$ cat config.mk
export PLATFORM = sky130hd
export DESIGN_NAME = tap_tempo_averager_unit_flat
export DESIGN_NICKNAME = d
export VERILOG_FILES = /design/src/hdl/tta_pkg.sv /design/src/hdl/tta_if.sv /design/src/hdl/tta_regs.sv /design/src/hdl/tta_div.sv /design/src/hdl/tap_tempo_averager_unit.sv /design/src/flat_wrapper.sv
export SDC_FILE = /design/constraint.sdc
export NUM_CORES = 1
export LEC_CHECK = 0
export BUFFER_PORTS_ARGS = -buffer_cell sky130_fd_sc_hd__buf_2
export CORE_ASPECT_RATIO = 0.75
export CORE_MARGIN = 8
export CORE_UTILIZATION = 59
export CTS_CLUSTER_DIAMETER = 80
export DETAILED_ROUTE_END_ITERATION = 7
export PLACE_DENSITY_LB_ADDON = 0.3
export SETUP_SLACK_MARGIN = 0.05
export SLEW_MARGIN = 20
export SYNTH_ARGS = -nofsm -noshare
export SYNTH_HDL_FRONTEND = slang
export SYNTH_SLANG_ARGS = --single-unit
$ cat constraint.sdc
create_clock -name clk -period 5 [get_ports clk]
set_input_delay 0.75 -clock clk [delete_from_list [all_inputs] [get_ports clk]]
set_output_delay 0.75 -clock clk [all_outputs]
set_load 0.1 [all_outputs]
$ cat src/hdl/tta_pkg.sv
// ----------------------------------------------------------------------------
// tta_pkg
// Shared widths, reset values, register codes and types for the tap tempo
// averager.
// ----------------------------------------------------------------------------
package tta_pkg;

	localparam int HISTORY_DEPTH_DEF = 4;

	localparam int TICK_W   = 16;
	localparam int PERIOD_W = 11;

	localparam int APB_AW = 3;
	localparam int APB_DW = 32;

	localparam logic [TICK_W-1:0]   RESTART_LIMIT_RST = 16'd3000;
	localparam logic [PERIOD_W-1:0] MAX_INTERVAL_RST  = 11'd1172;

	// register index codes, taken from paddr[2]
	localparam logic REG_RESTART_LIMIT = 1'b0;
	localparam logic REG_MAX_INTERVAL  = 1'b1;

	typedef struct packed {
		logic [TICK_W-1:0]   restart_limit;
		logic [PERIOD_W-1:0] max_interval;
	} cfg_t;

endpackage

$ cat src/hdl/tta_if.sv
// ----------------------------------------------------------------------------
// tta_if
// Valid/ready channels for tap events and averaged period results.
// ----------------------------------------------------------------------------
interface tta_tap_if;
	logic                      valid;
	logic                      ready;
	logic [tta_pkg::TICK_W-1:0] elapsed_ticks;

	modport source (output valid, output elapsed_ticks, input ready);
	modport sink   (input valid, input elapsed_ticks, output ready);
endinterface

interface tta_result_if;
	logic                        valid;
	logic                        ready;
	logic [tta_pkg::PERIOD_W-1:0] period;
	logic                        updated;

	modport source (output valid, output period, output updated, input ready);
	modport sink   (input valid, input period, input updated, output ready);
endinterface

$ cat src/hdl/tta_regs.sv
// ----------------------------------------------------------------------------
// tta_regs
// APB-style configuration registers: restart limit and maximum interval.
// ----------------------------------------------------------------------------
module tta_regs (
	input  logic                       clk,
	input  logic                       arst_n,
	input  logic                       psel,
	input  logic                       penable,
	input  logic                       pwrite,
	input  logic [tta_pkg::APB_AW-1:0] paddr,
	input  logic [tta_pkg::APB_DW-1:0] pwdata,
	output logic [tta_pkg::APB_DW-1:0] prdata,
	output logic                       pready,
	output tta_pkg::cfg_t              cfg
);
	import tta_pkg::*;

	logic [TICK_W-1:0]   restart_limit_q;
	logic [PERIOD_W-1:0] max_interval_q;
	logic                wr_en;

	assign pready = 1'b1;
	assign wr_en  = psel && penable && pwrite && pready;

	always_ff @(posedge clk or negedge arst_n) begin
		if (!arst_n) begin
			restart_limit_q <= RESTART_LIMIT_RST;
			max_interval_q  <= MAX_INTERVAL_RST;
		end else if (wr_en) begin
			case (paddr[2])
				REG_RESTART_LIMIT: restart_limit_q <= pwdata[TICK_W-1:0];
				REG_MAX_INTERVAL:  max_interval_q  <= pwdata[PERIOD_W-1:0];
				default: ;
			endcase
		end
	end

	always_comb begin
		case (paddr[2])
			REG_RESTART_LIMIT: prdata = {{(APB_DW-TICK_W){1'b0}}, restart_limit_q};
			REG_MAX_INTERVAL:  prdata = {{(APB_DW-PERIOD_W){1'b0}}, max_interval_q};
			default:           prdata = '0;
		endcase
	end

	assign cfg.restart_limit = restart_limit_q;
	assign cfg.max_interval  = max_interval_q;

endmodule

$ cat src/hdl/tta_div.sv
// ----------------------------------------------------------------------------
// tta_div
// Iterative restoring divider, one quotient bit per cycle.
// ----------------------------------------------------------------------------
module tta_div #(
	parameter int TOTAL_W = 13,
	parameter int CNT_W   = 3
) (
	input  logic               clk,
	input  logic               arst_n,
	input  logic               start,
	input  logic [TOTAL_W-1:0] dividend,
	input  logic [CNT_W-1:0]   divisor,
	output logic               done,
	output logic [TOTAL_W-1:0] quotient
);
	localparam int STEP_W = $clog2(TOTAL_W + 1);

	logic [TOTAL_W-1:0] quo_q;
	logic [CNT_W-1:0]   rem_q;
	logic [CNT_W-1:0]   dvs_q;
	logic [STEP_W-1:0]  step_q;
	logic               done_q;
	logic [CNT_W:0]     trial;
	logic [CNT_W:0]     diff;
	logic               fits;

	assign trial = {rem_q, quo_q[TOTAL_W-1]};
	assign diff  = trial - {1'b0, dvs_q};
	assign fits  = trial >= {1'b0, dvs_q};

	always_ff @(posedge clk or negedge arst_n) begin
		if (!arst_n) begin
			step_q <= '0;
			done_q <= 1'b0;
		end else begin
			done_q <= 1'b0;
			if (start) begin
				step_q <= STEP_W'(TOTAL_W);
			end else if (step_q != '0) begin
				step_q <= step_q - 1'b1;
				if (step_q == STEP_W'(1)) begin
					done_q <= 1'b1;
				end
			end
		end
	end

	always_ff @(posedge clk) begin
		if (start) begin
			quo_q <= dividend;
			rem_q <= '0;
			dvs_q <= divisor;
		end else if (step_q != '0) begin
			if (fits) begin
				rem_q <= diff[CNT_W-1:0];
			end else begin
				rem_q <= trial[CNT_W-1:0];
			end
			quo_q <= {quo_q[TOTAL_W-2:0], fits};
		end
	end

	assign done     = done_q;
	assign quotient = quo_q;

endmodule

$ cat src/hdl/tap_tempo_averager_unit.sv
// ----------------------------------------------------------------------------
// tap_tempo_averager_unit
// Tap tempo period estimator: moving mean of the last few tap intervals.
// ----------------------------------------------------------------------------
// Usage:
//   tap    : valid/ready sink, one transaction per tap with elapsed_ticks.
//   result : valid/ready source, one transaction per tap with the averaged
//            period and updated (0 when the tap restarted the history).
//   APB    : restart_limit at 0x0, max_interval at 0x4; write while idle.
// Timing: the history and total update in the cycle a tap is taken, then
//   the restoring divider runs one bit per cycle over the total width
//   (13 bits at the default depth); the quotient goes to the pending result
//   register and moves into the output register once that is free; as it
//   moves, the sequencer returns to idle and can take the next tap. A restart
//   tap skips the divider and goes straight to the hold state, where its
//   result waits for the output register. tap.ready is high only while the
//   sequencer is idle.
// Reset: history, total, count and held period go to zero, registers to
//   their reset values; no clearing pass is needed.
// Stall: the result register holds until taken; the next tap may be taken
//   meanwhile, and its result waits until the output register frees up.
// ----------------------------------------------------------------------------
module tap_tempo_averager_unit #(
	parameter int HISTORY_DEPTH = tta_pkg::HISTORY_DEPTH_DEF
) (
	input  logic                       clk,
	input  logic                       arst_n,
	input  logic                       psel,
	input  logic                       penable,
	input  logic                       pwrite,
	input  logic [tta_pkg::APB_AW-1:0] paddr,
	input  logic [tta_pkg::APB_DW-1:0] pwdata,
	output logic [tta_pkg::APB_DW-1:0] prdata,
	output logic                       pready,
	tta_tap_if.sink                    tap,
	tta_result_if.source               result
);
	import tta_pkg::*;

	localparam int TOTAL_W = $clog2(HISTORY_DEPTH * ((1 << PERIOD_W) - 1) + 1);
	localparam int CNT_W   = $clog2(HISTORY_DEPTH + 1);

	typedef enum logic [2:0] {
		ST_IDLE = 3'b001,
		ST_DIV  = 3'b010,
		ST_HOLD = 3'b100
	} state_t;

	cfg_t                cfg;
	state_t              state_q;
	logic [PERIOD_W-1:0] hist_q [HISTORY_DEPTH];
	logic [TOTAL_W-1:0]  total_q;
	logic [CNT_W-1:0]    count_q;
	logic [PERIOD_W-1:0] held_q;
	logic [PERIOD_W-1:0] res_period_q;
	logic                res_updated_q;
	logic                out_valid_q;
	logic [PERIOD_W-1:0] out_period_q;
	logic                out_updated_q;
	logic                div_start_q;
	logic                div_done;
	logic [TOTAL_W-1:0]  div_quo;

	logic                tap_acc;
	logic                restart;
	logic [PERIOD_W-1:0] clamped;
	logic                full;
	logic                out_free;

	tta_regs u_regs (
		.clk     (clk),
		.arst_n  (arst_n),
		.psel    (psel),
		.penable (penable),
		.pwrite  (pwrite),
		.paddr   (paddr),
		.pwdata  (pwdata),
		.prdata  (prdata),
		.pready  (pready),
		.cfg     (cfg)
	);

	tta_div #(
		.TOTAL_W (TOTAL_W),
		.CNT_W   (CNT_W)
	) u_div (
		.clk      (clk),
		.arst_n   (arst_n),
		.start    (div_start_q),
		.dividend (total_q),
		.divisor  (count_q),
		.done     (div_done),
		.quotient (div_quo)
	);

	assign tap.ready = (state_q == ST_IDLE);
	assign tap_acc   = tap.valid && tap.ready;
	assign restart   = tap.elapsed_ticks >= cfg.restart_limit;
	assign clamped   = (tap.elapsed_ticks > {{(TICK_W-PERIOD_W){1'b0}}, cfg.max_interval})
	                   ? cfg.max_interval : tap.elapsed_ticks[PERIOD_W-1:0];
	assign full      = (count_q == CNT_W'(HISTORY_DEPTH));
	assign out_free  = !out_valid_q || result.ready;

	// sequencer, history and running total
	always_ff @(posedge clk or negedge arst_n) begin
		if (!arst_n) begin
			state_q     <= ST_IDLE;
			total_q     <= '0;
			count_q     <= '0;
			held_q      <= '0;
			div_start_q <= 1'b0;
			for (int i = 0; i < HISTORY_DEPTH; i++) begin
				hist_q[i] <= '0;
			end
		end else begin
			div_start_q <= 1'b0;
			case (state_q)
				ST_IDLE: begin
					if (tap_acc) begin
						if (restart) begin
							total_q <= '0;
							count_q <= '0;
							for (int i = 0; i < HISTORY_DEPTH; i++) begin
								hist_q[i] <= '0;
							end
							state_q <= ST_HOLD;
						end else begin
							if (full) begin
								// drop the oldest, shift down, new interval last
								for (int i = 0; i < HISTORY_DEPTH - 1; i++) begin
									hist_q[i] <= hist_q[i+1];
								end
								hist_q[HISTORY_DEPTH-1] <= clamped;
								total_q <= total_q - TOTAL_W'(hist_q[0]) + TOTAL_W'(clamped);
							end else begin
								for (int i = 0; i < HISTORY_DEPTH; i++) begin
									if (count_q == CNT_W'(i)) begin
										hist_q[i] <= clamped;
									end
								end
								total_q <= total_q + TOTAL_W'(clamped);
								count_q <= count_q + 1'b1;
							end
							div_start_q <= 1'b1;
							state_q     <= ST_DIV;
						end
					end
				end
				ST_DIV: begin
					if (div_done) begin
						held_q  <= div_quo[PERIOD_W-1:0];
						state_q <= ST_HOLD;
					end
				end
				ST_HOLD: begin
					if (out_free) begin
						state_q <= ST_IDLE;
					end
				end
				default: state_q <= ST_IDLE;
			endcase
		end
	end

	// pending result payload
	always_ff @(posedge clk) begin
		if (state_q == ST_IDLE && tap_acc && restart) begin
			res_period_q  <= held_q;
			res_updated_q <= 1'b0;
		end else if (state_q == ST_DIV && div_done) begin
			res_period_q  <= div_quo[PERIOD_W-1:0];
			res_updated_q <= 1'b1;
		end
	end

	// output register
	always_ff @(posedge clk or negedge arst_n) begin
		if (!arst_n) begin
			out_valid_q <= 1'b0;
		end else if (state_q == ST_HOLD && out_free) begin
			out_valid_q <= 1'b1;
		end else if (result.ready) begin
			out_valid_q <= 1'b0;
		end
	end

	always_ff @(posedge clk) begin
		if (state_q == ST_HOLD && out_free) begin
			out_period_q  <= res_period_q;
			out_updated_q <= res_updated_q;
		end
	end

	assign result.valid   = out_valid_q;
	assign result.period  = out_period_q;
	assign result.updated = out_updated_q;

endmodule

$ cat src/flat_wrapper.sv
// flat-port wrapper written by rule: the top's interface ports become plain ports
module tap_tempo_averager_unit_flat import tta_pkg::*;
#(
	parameter int HISTORY_DEPTH = tta_pkg::HISTORY_DEPTH_DEF
)
  (clk, arst_n, psel, penable, pwrite, paddr, pwdata, prdata, pready, tap_valid, tap_elapsed_ticks, tap_ready, result_valid, result_period, result_updated, result_ready);
  tta_tap_if tap_i ();
  tta_result_if result_i ();
  input  logic clk;
  input  logic arst_n;
  input  logic psel;
  input  logic penable;
  input  logic pwrite;
  input  logic [tta_pkg::APB_AW-1:0] paddr;
  input  logic [tta_pkg::APB_DW-1:0] pwdata;
  output logic [tta_pkg::APB_DW-1:0] prdata;
  output logic pready;
  input wire logic [$bits(tap_i.valid)-1:0] tap_valid;
  input wire logic [$bits(tap_i.elapsed_ticks)-1:0] tap_elapsed_ticks;
  output wire logic [$bits(tap_i.ready)-1:0] tap_ready;
  output wire logic [$bits(result_i.valid)-1:0] result_valid;
  output wire logic [$bits(result_i.period)-1:0] result_period;
  output wire logic [$bits(result_i.updated)-1:0] result_updated;
  input wire logic [$bits(result_i.ready)-1:0] result_ready;
  assign tap_i.valid = tap_valid;
  assign tap_i.elapsed_ticks = tap_elapsed_ticks;
  assign tap_ready = tap_i.ready;
  assign result_valid = result_i.valid;
  assign result_period = result_i.period;
  assign result_updated = result_i.updated;
  assign result_i.ready = result_ready;
  tap_tempo_averager_unit #(.HISTORY_DEPTH(HISTORY_DEPTH)) u_core (.clk(clk), .arst_n(arst_n), .psel(psel), .penable(penable), .pwrite(pwrite), .paddr(paddr), .pwdata(pwdata), .prdata(prdata), .pready(pready), .tap(tap_i), .result(result_i));
endmodule
Word level (Yosys, flattened, before mapping) --
Index checks and enable logic that the tools add are counted.
Cells by class: add/sub/neg operators 6, $lt $le $gt $ge 3, eq/ne operators 12, multiplexer cells 32, bitwise operators 1, reductions and logical operators 28
Operators with widths (count):
- $mux W44 | 2
- $mux W11 | 7
- $pmux W32 S2 | 1
- $mux W13 | 4
- $add A13 B11 Y13 | 2
- $mux W3 | 7
- $reduce_and A3 Y1 | 6
- $ge A16 B16 Y1 | 1
- $gt A16 B11 Y1 | 1
- $sub A13 B11 Y13 | 1
- $reduce_bool A3 Y1 | 4
- $eq A3 B2 Y1 const B | 3
- $pmux W3 S3 | 1
- $mux W1 | 8
- $mux W4 | 2
- $reduce_and A2 Y1 | 4
- $logic_and A1 B1 Y1 | 7
- $eq A3 B1 Y1 const B | 2
- $eq A3 B3 Y1 const B | 2
- $reduce_bool A2 Y1 | 3
- $eq A4 B1 Y1 const B | 1
- $ge A4 B3 Y1 | 1
- $ne A2 B1 Y1 const B | 2
- $ne A2 B2 Y1 const B | 2
- 8 further kinds | 8
Word-level totals: flip-flop bits (word level) 151, bits of input ports 58, output and inout port bits 47

Longest topological paths before layout --
Gate-level depths: netlist (run 1).
word-level depth 5, depth in mapped cells 17

By module --
Synthesis (run 1) repeated with hierarchy kept, for this count alone.
Unflattened totals: cell total of the unflattened synthesis 893, area total of the unflattened synthesis 9600.5 µm²
Modules (own cells, without submodules):
- tap_tempo_averager_unit | times used 1, cells each 713, area an instance 7069.3 µm²
- tta_regs | times used 1, cells each 95, area an instance 1383.8 µm²
- tta_div | times used 1, cells each 85, area an instance 1147.4 µm²

Least setup slack after synthesis (run 1) --
OpenSTA, ideal clock, no wires.
kind flip-flop to flip-flop, start register u_core.state_q[0], end register u_core.res_period_q[3] (data pin), library setup time 0.260 ns, arrival time 4.218 ns, data required time 4.740 ns, setup slack 0.523 ns, cell stages (with the launch flop) 6, clock period less this slack 4.477 ns, cell sequence dfstp_2 -> nor3b_1 -> nand2_1 -> nor2_1 -> buf_2 -> mux2_2
Between the ends: cells in the longest elaborated chain, start to end 5
RTL lines:
- start: declaration | line tap_tempo_averager_unit.sv:50 | state_t state_q;
- start signal: assignment | line tap_tempo_averager_unit.sv:107 | state_q <= ST_IDLE;
- start signal: assignment | line tap_tempo_averager_unit.sv:126 | state_q <= ST_HOLD;
- start signal: assignment | line tap_tempo_averager_unit.sv:145 | state_q <= ST_DIV;
- $eq A3 B1 Y1 * | line tap_tempo_averager_unit.sv:96 | assign tap.ready = (state_q == ST_IDLE);
- net tap_ready | line flat_wrapper.sv:20 | output wire logic [$bits(tap_i.ready)-1:0] tap_ready;
- $logic_and A1 B1 Y1 | line tap_tempo_averager_unit.sv:97 | assign tap_acc = tap.valid && tap.ready;
- $logic_and A1 B1 Y1 * (2 in a row) | line tap_tempo_averager_unit.sv:167 | if (state_q == ST_IDLE && tap_acc && restart) begin
- $mux W11 * | line tap_tempo_averager_unit.sv:167
- end signal: assignment | line tap_tempo_averager_unit.sv:168 | res_period_q <= held_q;
- end signal: assignment | line tap_tempo_averager_unit.sv:171 | res_period_q <= div_quo[PERIOD_W-1:0];
- end: declaration | line tap_tempo_averager_unit.sv:55 | logic [PERIOD_W-1:0] res_period_q;
Mark *: on every way through the listed nets, which the timed path passes. The rest lies on a longest branch. A chain may end at the register's enable or synchronous reset.

Worst setup path after layout (run 1) --
start register u_core.u_regs.max_interval_q[10], end register u_core.total_q[12]
Between the ends: cells in the longest elaborated chain, start to end 5
RTL lines:
- start: declaration | line tta_regs.sv:20 | logic [PERIOD_W-1:0] max_interval_q;
- start signal: assignment | line tta_regs.sv:33 | REG_MAX_INTERVAL: max_interval_q <= pwdata[PERIOD_W-1:0];
- $gt A16 B11 Y1 | line tap_tempo_averager_unit.sv:99 | assign clamped = (tap.elapsed_ticks > {{(TICK_W-PERIOD_W){1'b0}}, cfg.max_interval})
- $mux W11 * | line tap_tempo_averager_unit.sv:100 | ? cfg.max_interval : tap.elapsed_ticks[PERIOD_W-1:0];
- $add A13 B11 Y13, on equally long branches | line tap_tempo_averager_unit.sv:141, tap_tempo_averager_unit.sv:134
- $mux W13 * | line tap_tempo_averager_unit.sv:128 | if (full) begin
- $mux W13 * | line tap_tempo_averager_unit.sv:120 | if (restart) begin
- end signal: assignment | line tap_tempo_averager_unit.sv:134 | total_q <= total_q - TOTAL_W'(hist_q[0]) + TOTAL_W'(clamped);
- end signal: assignment | line tap_tempo_averager_unit.sv:141 | total_q <= total_q + TOTAL_W'(clamped);
- end: declaration | line tap_tempo_averager_unit.sv:52 | logic [TOTAL_W-1:0] total_q;
Mark *: on every way between the ends. The rest lies on a longest branch, timed or not.

==> results of run 1 <==
## registers in the layout, indices dropped and copies added (netlist names)
register                       flops
u_core.count_q                     3
u_core.u_regs.restart_limit_q     16
u_core.result.period              11
u_core.total_q                    13
u_core.u_div.dvs_q                 3
u_core.div_start_q                 1
u_core.u_div.rem_q                 3
u_core.u_div.quotient             13
u_core.u_div.done                  1
u_core.u_regs.max_interval_q      11
u_core.u_div.step_q                4
u_core.res_period_q               11
u_core.result.valid                1
u_core.res_updated_q               1
u_core.state_q                     3
u_core.result.updated              1
u_core.hist_q                     44
u_core.held_q                     11
## final timing paths
| kind | startpoint | end | slack, ns | cells past startpoint |
|---|---|---|---|---|
| max | u_core.u_regs.max_interval_q[10] | u_core.total_q[12] | 0.39 | 15 |
| min | u_core.res_period_q[7] | u_core.result.period[7] | 0.41 | 0 |
| max reg2reg | u_core.u_regs.max_interval_q[10] | u_core.total_q[12] | 0.39 | 15 |
| min reg2reg | u_core.res_period_q[7] | u_core.result.period[7] | 0.41 | 0 |
| max in group asynchronous | arst_n | u_core.total_q[12] | 3.48 | 2 |
| min in group asynchronous | arst_n | u_core.u_regs.restart_limit_q[12] | 0.44 | 1 |
## cells in the mapped netlist, types with 5 or more instances
| cell | instances | share of area |
|---|---|---|
| nor3_1 | 12 | 0.0067 |
| fa_1 | 13 | 0.029 |
| xnor2_1 | 8 | 0.0078 |
| o21ai_0 | 43 | 0.024 |
| mux2_4 | 9 | 0.015 |
| nand2b_1 | 28 | 0.019 |
| mux2i_1 | 13 | 0.014 |
| ha_1 | 60 | 0.083 |
| clkbuf_1 | 30 | 0.013 |
| inv_1 | 55 | 0.023 |
| buf_4 | 17 | 0.014 |
| o21a_1 | 6 | 0.0050 |
| a22o_1 | 13 | 0.013 |
| nor2_1 | 56 | 0.023 |
| o31ai_1 | 9 | 0.0075 |
| nand2_1 | 44 | 0.018 |
| a211oi_1 | 14 | 0.012 |
| mux2_2 | 65 | 0.081 |
| or3_1 | 7 | 0.0049 |
| a21o_1 | 15 | 0.013 |
| a21oi_1 | 31 | 0.017 |
| o211ai_1 | 6 | 0.0050 |
| a32o_1 | 33 | 0.037 |
| dfrtp_1 | 96 | 0.27 |
| edfxtp_1 | 39 | 0.13 |
| dfstp_2 | 12 | 0.035 |
| and2_1 | 5 | 0.0035 |
| o2111a_1 | 11 | 0.014 |
| nand3_1 | 8 | 0.0045 |
## layer usage
| layer | routed length [µm] | share of wire | up-vias |
|---|---|---|---|
| met5 | 0 | 0 | - |
| met4 | 257 | 0.012 | 0 |
| met1 | 9850 | 0.48 | 3331 |
| li1 | - | - | 3118 |
| met2 | 9310 | 0.45 | 206 |
| met3 | 1180 | 0.057 | 28 |
## per-stage QoR
step / worst slack (ns) / hold slack, ns / instance area (µm²)
after floorplan: 0.523 / 0.400 / 9050
after global placement: 0.274 / 0.405 / 9450
after detailed placement: 0.222 / 0.405 / 9450
after CTS: 0.449 / 0.415 / 10000
after global routing: 0.210 / 0.430 / 10000
final: 0.388 / 0.414 / 10000
## layout by cell type, fill, tap and decap left out, types with 11 or more instances in the layout
cell type and instances:
mux2i_1 13, buf_2 68, a21o_1 15, a22o_1 13
a32o_1 33, clkbuf_16 17, nand2b_1 28, conb_1 17
o2111a_1 11, edfxtp_1 39, a211oi_1 14, nor2_1 55
fa_1 13, ha_1 60, a21oi_1 31, dfstp_2 12
mux2_2 65, nand2_1 44, o21ai_0 38, dfrtp_1 96
nor3_1 12, inv_1 55
## cells by family (layout without fill, tap and decap cells)
kind of cell	count (synthesis)	after routing	share of synthesized area
buf+inv	108	165	0.0536
other cells	2	17	0.000835
xor+xnor	11	11	0.0107
flops	151	151	0.441
fa+ha+maj	73	73	0.112
compound gates	205	205	0.169
simple gates	187	187	0.101
mux	87	87	0.111
## power groups by stage
stage	Clock (µW)	Sequential [µW]	Combinational, µW
final	1260	2110	3630
after global routing	1330	2170	4000
after CTS	1270	2100	3570
after detailed placement	0	2120	3530
after global placement	0	2100	3420
after floorplan	0	2050	2780
## area by class of cell
cell class	instances	area [µm²]
Clock inverter	13	130
Timing Repair Buffer	78	415
Fill cell	1160	5040
Multi-Input combinational cell	580	4620
Tap cell	205	256
Clock buffer	19	443
Inverter	55	206
Sequential cell	151	3970
## worst max-delay path, stage by stage (launching register included)
cell	delay (ns)
dfstp_2	0.59
inv_1	0.05
ha_1	0.30
and3_1	0.18
nor3b_1	0.14
o21ai_0	0.18
o31a_1	0.38
buf_4	0.23
mux2_4	0.34
fa_1	0.44
ha_1	0.30
o31ai_1	0.49
a21oi_1	0.19
o31ai_1	0.35
mux2i_1	0.24
o31ai_1	0.09
==> flow_summary.json, run 1 <==
{
  "grt_pass1_vias": 6641,
  "grt_use_met3": 0.0492,
  "fin_util": 0.666,
  "vdd_ir_drop_max_uv": 438,
  "crit_fanout": 7,
  "relSlewSlack": 0.229,
  "wirelength_um": 20600,
  "first_pass_iters": 6,
  "vias_per_cell": 6.07,
  "met2_usage": 0.339,
  "ys_seq_area_frac": 0.441,
  "busiest_layer": "met2",
  "cts.repair.resized": 0,
  "wire_per_inst_um": 18.7,
  "fin_skew_ns": 0.00736,
  "numCtsBuffers": 17,
  "grt_pass1_wl_um": 33900,
  "power.share.combinational": 0.519,
  "postSynthCellCount": 824,
  "finalSetupViolCount": 0,
  "dp_cells": 1069,
  "power_density_nw_per_um2": 698,
  "antennaDiodeCount": 0,
  "start_kind": "flop",
  "cts_tree": "yes",
  "num_rows": 39,
  "synth_seq_cells": 151,
  "hold_class": "flop to flop",
  "synth_flop_cell": "dfrtp_1",
  "use_met1": 0.313,
  "dp_hpwl_um": 14500,
  "crit_arrival_ns": 4.92,
  "antenna_found_initial": 0,
  "instances_no_fill": 1101,
  "tns_ns": 0,
  "clkPwrFrac": 0.180,
  "initial_core_util": 0.596,
  "switchingPower_uw": 3060,
  "core_area_um2": 15100,
  "drt_iter0_drc": 603,
  "post-route-period-util": 0.922,
  "vias": 6683,
  "ios": 105,
  "grt_max_degree": 73,
  "gp_congestion": 0.928,
  "fmax_mhz": 217,
  "hold_viol": 0,
  "finalCriticalPeriod_ns": 4.61,
  "synth_edf_count": 39,
  "power.share.sequential": 0.301,
  "grt-ovfl-total": 0,
  "grt_usage": 0.221,
  "fp.dieArea_um2": 19500,
  "async_reset_ff_frac": 0.715,
  "ctsHtreeMaxLevel": 4,
  "clock_path_buffers": 2,
  "area_delta_synth_final_pct": 11.6,
  "detail-route-antenna-nets": 0,
  "internal_power_uw": 3950,
  "synth_cell_types": 61,
  "clock_latency_ns": 0.43,
  "drc": 0,
  "worstMarginPinSlew_ns": 1.15,
  "die_h_um": 123,
  "root_buffer": "clkbuf_16",
  "syn_area_um2": 8990,
  "portBuffers": 69,
  "fin_nets": 1014,
  "yosysWarnings": 0,
  "slew_violations": 0,
  "status": "completed",
  "power.leakage_uw": 0.00459,
  "end_kind": "flop",
  "worstSetupPathType": "flop to flop",
  "maxCapViolations": 0,
  "total_power_uw": 7000,
  "grt_setup_unrepaired": "no",
  "syn_area_per_cell_um2": 10.9,
  "cp_data_required_time_ns": 5.31,
  "drive_gt1_frac": 0.224,
  "postCtsSetupBuffers": 0,
  "ctsHoldBuffers": 0,
  "cts_sinks": 151,
  "swShare": 0.436,
  "die_w_um": 159,
  "clkTransAtPathRegs_ns": 0.06
}
(Power assumes the default switching activity.)
==> run 2: changes to the inputs <==
==> constraint.sdc (replaced) <==
create_clock -name clk -period 5 [get_ports clk]
set_input_delay 0.25 -clock clk [delete_from_list [all_inputs] [get_ports clk]]
set_output_delay 0.25 -clock clk [all_outputs]
set_load 0.1 [all_outputs]
==> run 2 against run 1 <==
Against the previous run:
- die area unchanged
- clock skew increased by 0.0040 ns
- critical path depth increased by 1
- total power increased by 2.7%
- non-clock buffer count increased by 3
- sequential power about the same
- worst setup slack improved by 0.036 ns
- clock-buffer cell count increased by 1
- largest cell class unchanged
- largest power group unchanged
==> flow_summary.json, run 2 (synthesis results as in run 1) <==
{
  "start_kind": "flop",
  "grt-ovfl-total": 0,
  "die_h_um": 123,
  "tns_ns": 0,
  "fp.dieArea_um2": 19500,
  "first_pass_iters": 6,
  "crit_fanout": 5,
  "stdcell_area_um2": 10100,
  "antennaDiodeCount": 0,
  "layout.cells.most_common": "dfrtp_1",
  "seq_area_um2": 3970,
  "status": "completed",
  "ctsHtreeMaxLevel": 4,
  "wire_per_inst_um": 18.4,
  "grt_pass1_vias": 6606,
  "fin_skew_ns": 0.0113,
  "final_cell_mix": "96 x dfrtp_1, 68 x buf_2, 65 x mux2_2",
  "grt_max_degree": 62,
  "core_area_um2": 15100,
  "vias_per_cell": 6.06,
  "vias": 6689,
  "vdd_ir_drop_max_uv": 329,
  "slew_violations": 0,
  "cts_sinks": 151,
  "clock_latency_ns": 0.43,
  "drc": 0,
  "num_rows": 39,
  "whs_endpoint": "u_core.u_regs.restart_limit_q[15]",
  "worstMarginPinSlew_ns": 1.15,
  "top_regs": "u_core.hist_q (44), u_core.u_regs.restart_limit_q (16)",
  "fin_nets": 1017,
  "maxCapViolations": 0,
  "worstSetupPathType": "flop to flop",
  "critPathMaxStageDelay_ns": 0.57,
  "portBuffers": 69,
  "gp_congestion": 0.880,
  "placed_area_um2": 9470,
  "multi_input_comb_area_um2": 4610,
  "power_density_nw_per_um2": 709,
  "power.leakage_uw": 0.00463,
  "grt_usage": 0.220,
  "largest_register_ffs": 44,
  "end_kind": "flop",
  "clock_path_buffers": 2,
  "holdCritStartpoint": "pwdata[15]",
  "hold_viol": 0,
  "holdPathStages": 2,
  "num-fill-cells": 1117,
  "crit_arrival_ns": 4.89,
  "detail-route-antenna-nets": 0,
  "finalSetupViolCount": 0,
  "worstReg2RegEnd": "u_core.total_q[10]",
  "wirelength_um": 20300,
  "r2r_start": "u_core.u_regs.max_interval_q[10]",
  "area_delta_synth_final_pct": 12.9,
  "root_buffer": "clkbuf_16",
  "clkTransAtPathRegs_ns": 0.07,
  "fmax_mhz": 219,
  "path_cells": "inv_1, ha_1, and3_1, nor3b_1, o21ai_0, o31a_1, buf_4, mux2_4, ha_1, fa_1, a211oi_1, o21ai_0, a31oi_2, xnor2_1, nand2_1, a311oi_1",
  "relSlewSlack": 0.230,
  "drive_gt1_frac": 0.225,
  "antenna_found_initial": 0,
  "initial_core_util": 0.596,
  "grt_pass1_wl_um": 34100,
  "ios": 105,
  "cp_data_required_time_ns": 5.31,
  "numCtsBuffers": 17,
  "cts_tree": "yes",
  "die_w_um": 159,
  "postCtsSetupBuffers": 0,
  "finalCriticalPeriod_ns": 4.58,
  "crit_slowest_cell": "dfstp_2",
  "drt_iter0_drc": 553,
  "post-route-period-util": 0.915,
  "regMostFlops": "u_core.hist_q",
  "total_power_uw": 7190,
  "hold_class": "primary input to flop",
  "dp_hpwl_um": 14500,
  "reg2reg_slack_ns": 0.42,
  "r2r_cells": 16,
  "grt_setup_unrepaired": "no"
}
run 2: how the worst max path moves through the flow:
stage	start	cells past startpoint	slack, ns	endpoint
3_5_place_dp	u_core.u_regs.max_interval_q[10]	16	0.52	u_core.total_q[10]
6_report	u_core.u_regs.max_interval_q[10]	16	0.42	u_core.total_q[10]
5_1_grt	u_core.u_regs.max_interval_q[10]	16	0.13	u_core.total_q[10]
4_1_cts	u_core.u_regs.max_interval_q[10]	16	0.40	u_core.total_q[10]
2_1_floorplan	u_core.state_q[0]	5	0.52	u_core.res_period_q[3]
3_3_place_gp	u_core.u_regs.max_interval_q[10]	16	0.61	u_core.total_q[10]
run 2: through the flow:
| step | cells | setup WS, ns | hold WS [ns] | utilization |
|---|---|---|---|---|
| 2_1_floorplan | 839 | 0.523 | -0.0456 | - |
| 3_3_place_gp | 1071 | 0.615 | 0.298 | 0.628 |
| 3_5_place_dp | 1071 | 0.524 | 0.304 | 0.628 |
| 4_1_cts | 1104 | 0.404 | 0.0433 | 0.672 |
| 5_1_grt | 1104 | 0.134 | 0.0504 | 0.673 |
| 6_report | 1104 | 0.423 | 0.0517 | 0.673 |
run 2: metal layers:
| metal | track usage | wire [µm] |
|---|---|---|
| met3 | 0.0451 | 1300 |
| met1 | 0.315 | 9720 |
| met4 | 0.0635 | 280 |
| met2 | 0.333 | 8980 |
| met5 | 0 | 0 |
run 2: layout make-up:
cell class                      instances  share of cell area
Sequential cell                       151               0.391
Clock inverter                         12              0.0221
Timing Repair Buffer                   81              0.0434
Multi-Input combinational cell        580               0.455
Inverter                               55              0.0203
Clock buffer                           20              0.0430
Tap cell                              205              0.0253
run 2: worst max-delay path, delay by kind of cell (launching register included):
kind | cells | cell delay [ns]
AO/OA/AOI/OAI | 6 | 1.80
multiplexers | 1 | 0.33
buffers and inverters | 2 | 0.26
XOR/XNOR | 1 | 0.15
AND/OR/NAND/NOR | 3 | 0.40
flip-flops | 1 | 0.57
adder cells (fa/ha/maj) | 3 | 0.97
run 2: repair_timing:
item,in CTS,in global routing
resized for setup,0,1
setup endpoints to repair,0,1
hold endpoints to repair,41,0
hold buffers,1,0
run 2: power breakdown:
part	internal, µW	switching (µW)	total (µW)	leakage, µW
registers	1770	341	2110	0.00179
logic	1440	2190	3630	0.00251
clock network	938	509	1450	0.000321
==> run 3: changes to the inputs <==
Settings changed: CELL_PAD_IN_SITES_DETAIL_PLACEMENT from default to 2, CELL_PAD_IN_SITES_GLOBAL_PLACEMENT from default to 2, CORE_UTILIZATION 59 to 39.
==> run 3 against run 2 <==
Against the previous run:
- critical path depth is 1 lower
- first-iteration DRC count is 41% lower
- final cell count is 9.1% higher
- worst setup slack worse by 0.21 ns
- register-to-register slack worse by 0.21 ns
- clock power is 12% lower
- wire length is 39% higher
==> flow_summary.json, run 3 (synthesis results as in run 1) <==
{
  "end_kind": "flop",
  "root_buffer": "clkbuf_16",
  "worstReg2RegEnd": "u_core.total_q[7]",
  "fin_skew_ns": 0.0143,
  "maxCapViolations": 0,
  "initial_core_util": 0.394,
  "vias": 6815,
  "power.leakage_uw": 0.00462,
  "crit_arrival_ns": 5.13,
  "cp-startpoint": "u_core.u_regs.max_interval_q[10]",
  "grt_usage": 0.204,
  "grt_pass1_vias": 7529,
  "hold_viol": 0,
  "slew_violations": 0,
  "post-route-period-util": 0.958,
  "use_met1": 0.281,
  "cp_data_required_time_ns": 5.34,
  "layout.cells.most_common": "dfrtp_1",
  "status": "completed",
  "finalCriticalPeriod_ns": 4.79,
  "stdcell_area_um2": 10200,
  "die_w_um": 191,
  "top_regs": "u_core.hist_q (44), u_core.u_regs.restart_limit_q (16)",
  "core_area_um2": 22800,
  "wire_per_inst_um": 23.4,
  "ctsHtreeMaxLevel": 4,
  "grt_pass1_wl_um": 44400,
  "worstSetupPathType": "flop to flop",
  "power_density_nw_per_um2": 717,
  "portBuffers": 69,
  "num_rows": 48,
  "start_kind": "flop",
  "busiest_layer": "met2",
  "drc": 0,
  "largest_register_ffs": 44,
  "final_cell_mix": "96 x dfrtp_1, 68 x buf_2, 65 x mux2_2",
  "drt_iter0_drc": 328,
  "met2_usage": 0.323,
  "regMostFlops": "u_core.hist_q",
  "whs_ns": 0.0419,
  "dp_hpwl_um": 20900,
  "relSlewSlack": 0.207,
  "reg2reg_slack_ns": 0.21,
  "placed_area_um2": 9620,
  "tns_ns": 0,
  "worstMarginPinSlew_ns": 1.18,
  "crit_path_end": "u_core.total_q[7]",
  "cts_tree": "yes",
  "hold_class": "primary input to flop",
  "die_h_um": 147,
  "grt_use_met3": 0.0358,
  "grt-ovfl-total": 0,
  "drive_gt1_frac": 0.235,
  "crit_fanout": 11,
  "antenna_found_initial": 0,
  "vdd_ir_drop_max_uv": 293,
  "fmax_mhz": 209,
  "wirelength_um": 28200,
  "vias_per_cell": 5.66,
  "grt_max_degree": 68,
  "grt_setup_unrepaired": "no",
  "clock_latency_ns": 0.44,
  "cts_sinks": 151,
  "finalSetupViolCount": 0,
  "r2r_cells": 15,
  "r2r_start": "u_core.u_regs.max_interval_q[10]",
  "numCtsBuffers": 17,
  "ios": 105,
  "fp.dieArea_um2": 28200,
  "first_pass_iters": 5,
  "detail-route-antenna-nets": 0,
  "antennaDiodeCount": 0,
  "clock_path_buffers": 2,
  "fin_nets": 1023,
  "area_delta_synth_final_pct": 13.8,
  "clkTransAtPathRegs_ns": 0.07,
  "num-fill-cells": 2365,
  "gp_congestion": 0.790
}
run 3: cell types whose count changed in the layout (fill, tap and decap cells not counted), moves of 2 or more:
cell	before	now
o21ai_0	42	38
buf_4	12	17
nor2_2	2	0
nor2_1	54	56
clkbuf_1	3	0
o21ai_2	0	2
clkinvlp_4	0	2
inv_4	0	2
bufinv_16	6	0
inv_8	0	2
o21ai_1	1	3
run 3: worst max-delay path, cell delays in order, from the launching register on:
cell and delay, ns:
dfstp_2 0.59, inv_1 0.07, ha_1 0.31, and3_1 0.18, nor3b_1 0.14, o21ai_0 0.26, o31a_2 0.37, buf_4 0.30
mux2_4 0.35, fa_1 0.46, ha_1 0.31, or3_1 0.40, o31ai_1 0.42, xnor2_1 0.19, nor2_1 0.09, o31ai_1 0.24
run 3: routing by layer:
| layer | share of wire | up-vias | wire length, µm |
|---|---|---|---|
| li1 | - | 3132 | - |
| met1 | 0.47 | 3533 | 13200 |
| met2 | 0.47 | 125 | 13300 |
| met3 | 0.046 | 25 | 1280 |
| met4 | 0.013 | 0 | 357 |
| met5 | 0 | - | 0 |
run 3: how the worst min path moves through the flow:
stage	startpoint	cells past startpoint	endpoint
6_report	pwdata[13]	2	u_core.u_regs.restart_limit_q[13]
5_1_grt	pwdata[13]	2	u_core.u_regs.restart_limit_q[13]
4_1_cts	pwdata[13]	2	u_core.u_regs.restart_limit_q[13]
3_5_place_dp	u_core.res_period_q[1]	0	u_core.result.period[1]
3_3_place_gp	u_core.res_period_q[10]	0	u_core.result.period[10]
2_1_floorplan	arst_n	0	u_core.count_q[0]
run 3: where the power goes:
part	internal, µW	leakage [µW]	total, µW	switching (µW)
combinational	1490	0.00255	3920	2430
sequential	1770	0.00179	2140	370
clock	691	0.000280	1270	581
run 3: stage by stage:
step	power (µW)	setup slack (ns)	utilization	cells
after CTS	7360	0.131	0.447	1204
final	7330	0.210	0.448	1205
after floorplan	4830	0.523	-	839
after global placement	5760	0.353	0.422	1171
after global routing	7820	0.0574	0.448	1205
after detailed placement	5980	0.189	0.422	1171
run 3: final cells by class:
type | count | area (µm²) | share of cell area
multi-input cells | 580 | 4620 | 0.451
clock inverters | 13 | 108 | 0.0105
repair buffers | 87 | 489 | 0.0478
flip-flops and latches | 151 | 3970 | 0.388
inverters | 55 | 206 | 0.0202
well taps | 300 | 375 | 0.0367
clock buffers | 19 | 464 | 0.0454
run 3: repair_timing:
action | CTS | global route
setup buffers | 0 | 0
gates resized for setup | 0 | 2
hold buffers | 1 | 0
endpoints found under the hold margin | 27 | 0
setup endpoints to repair | 0 | 7
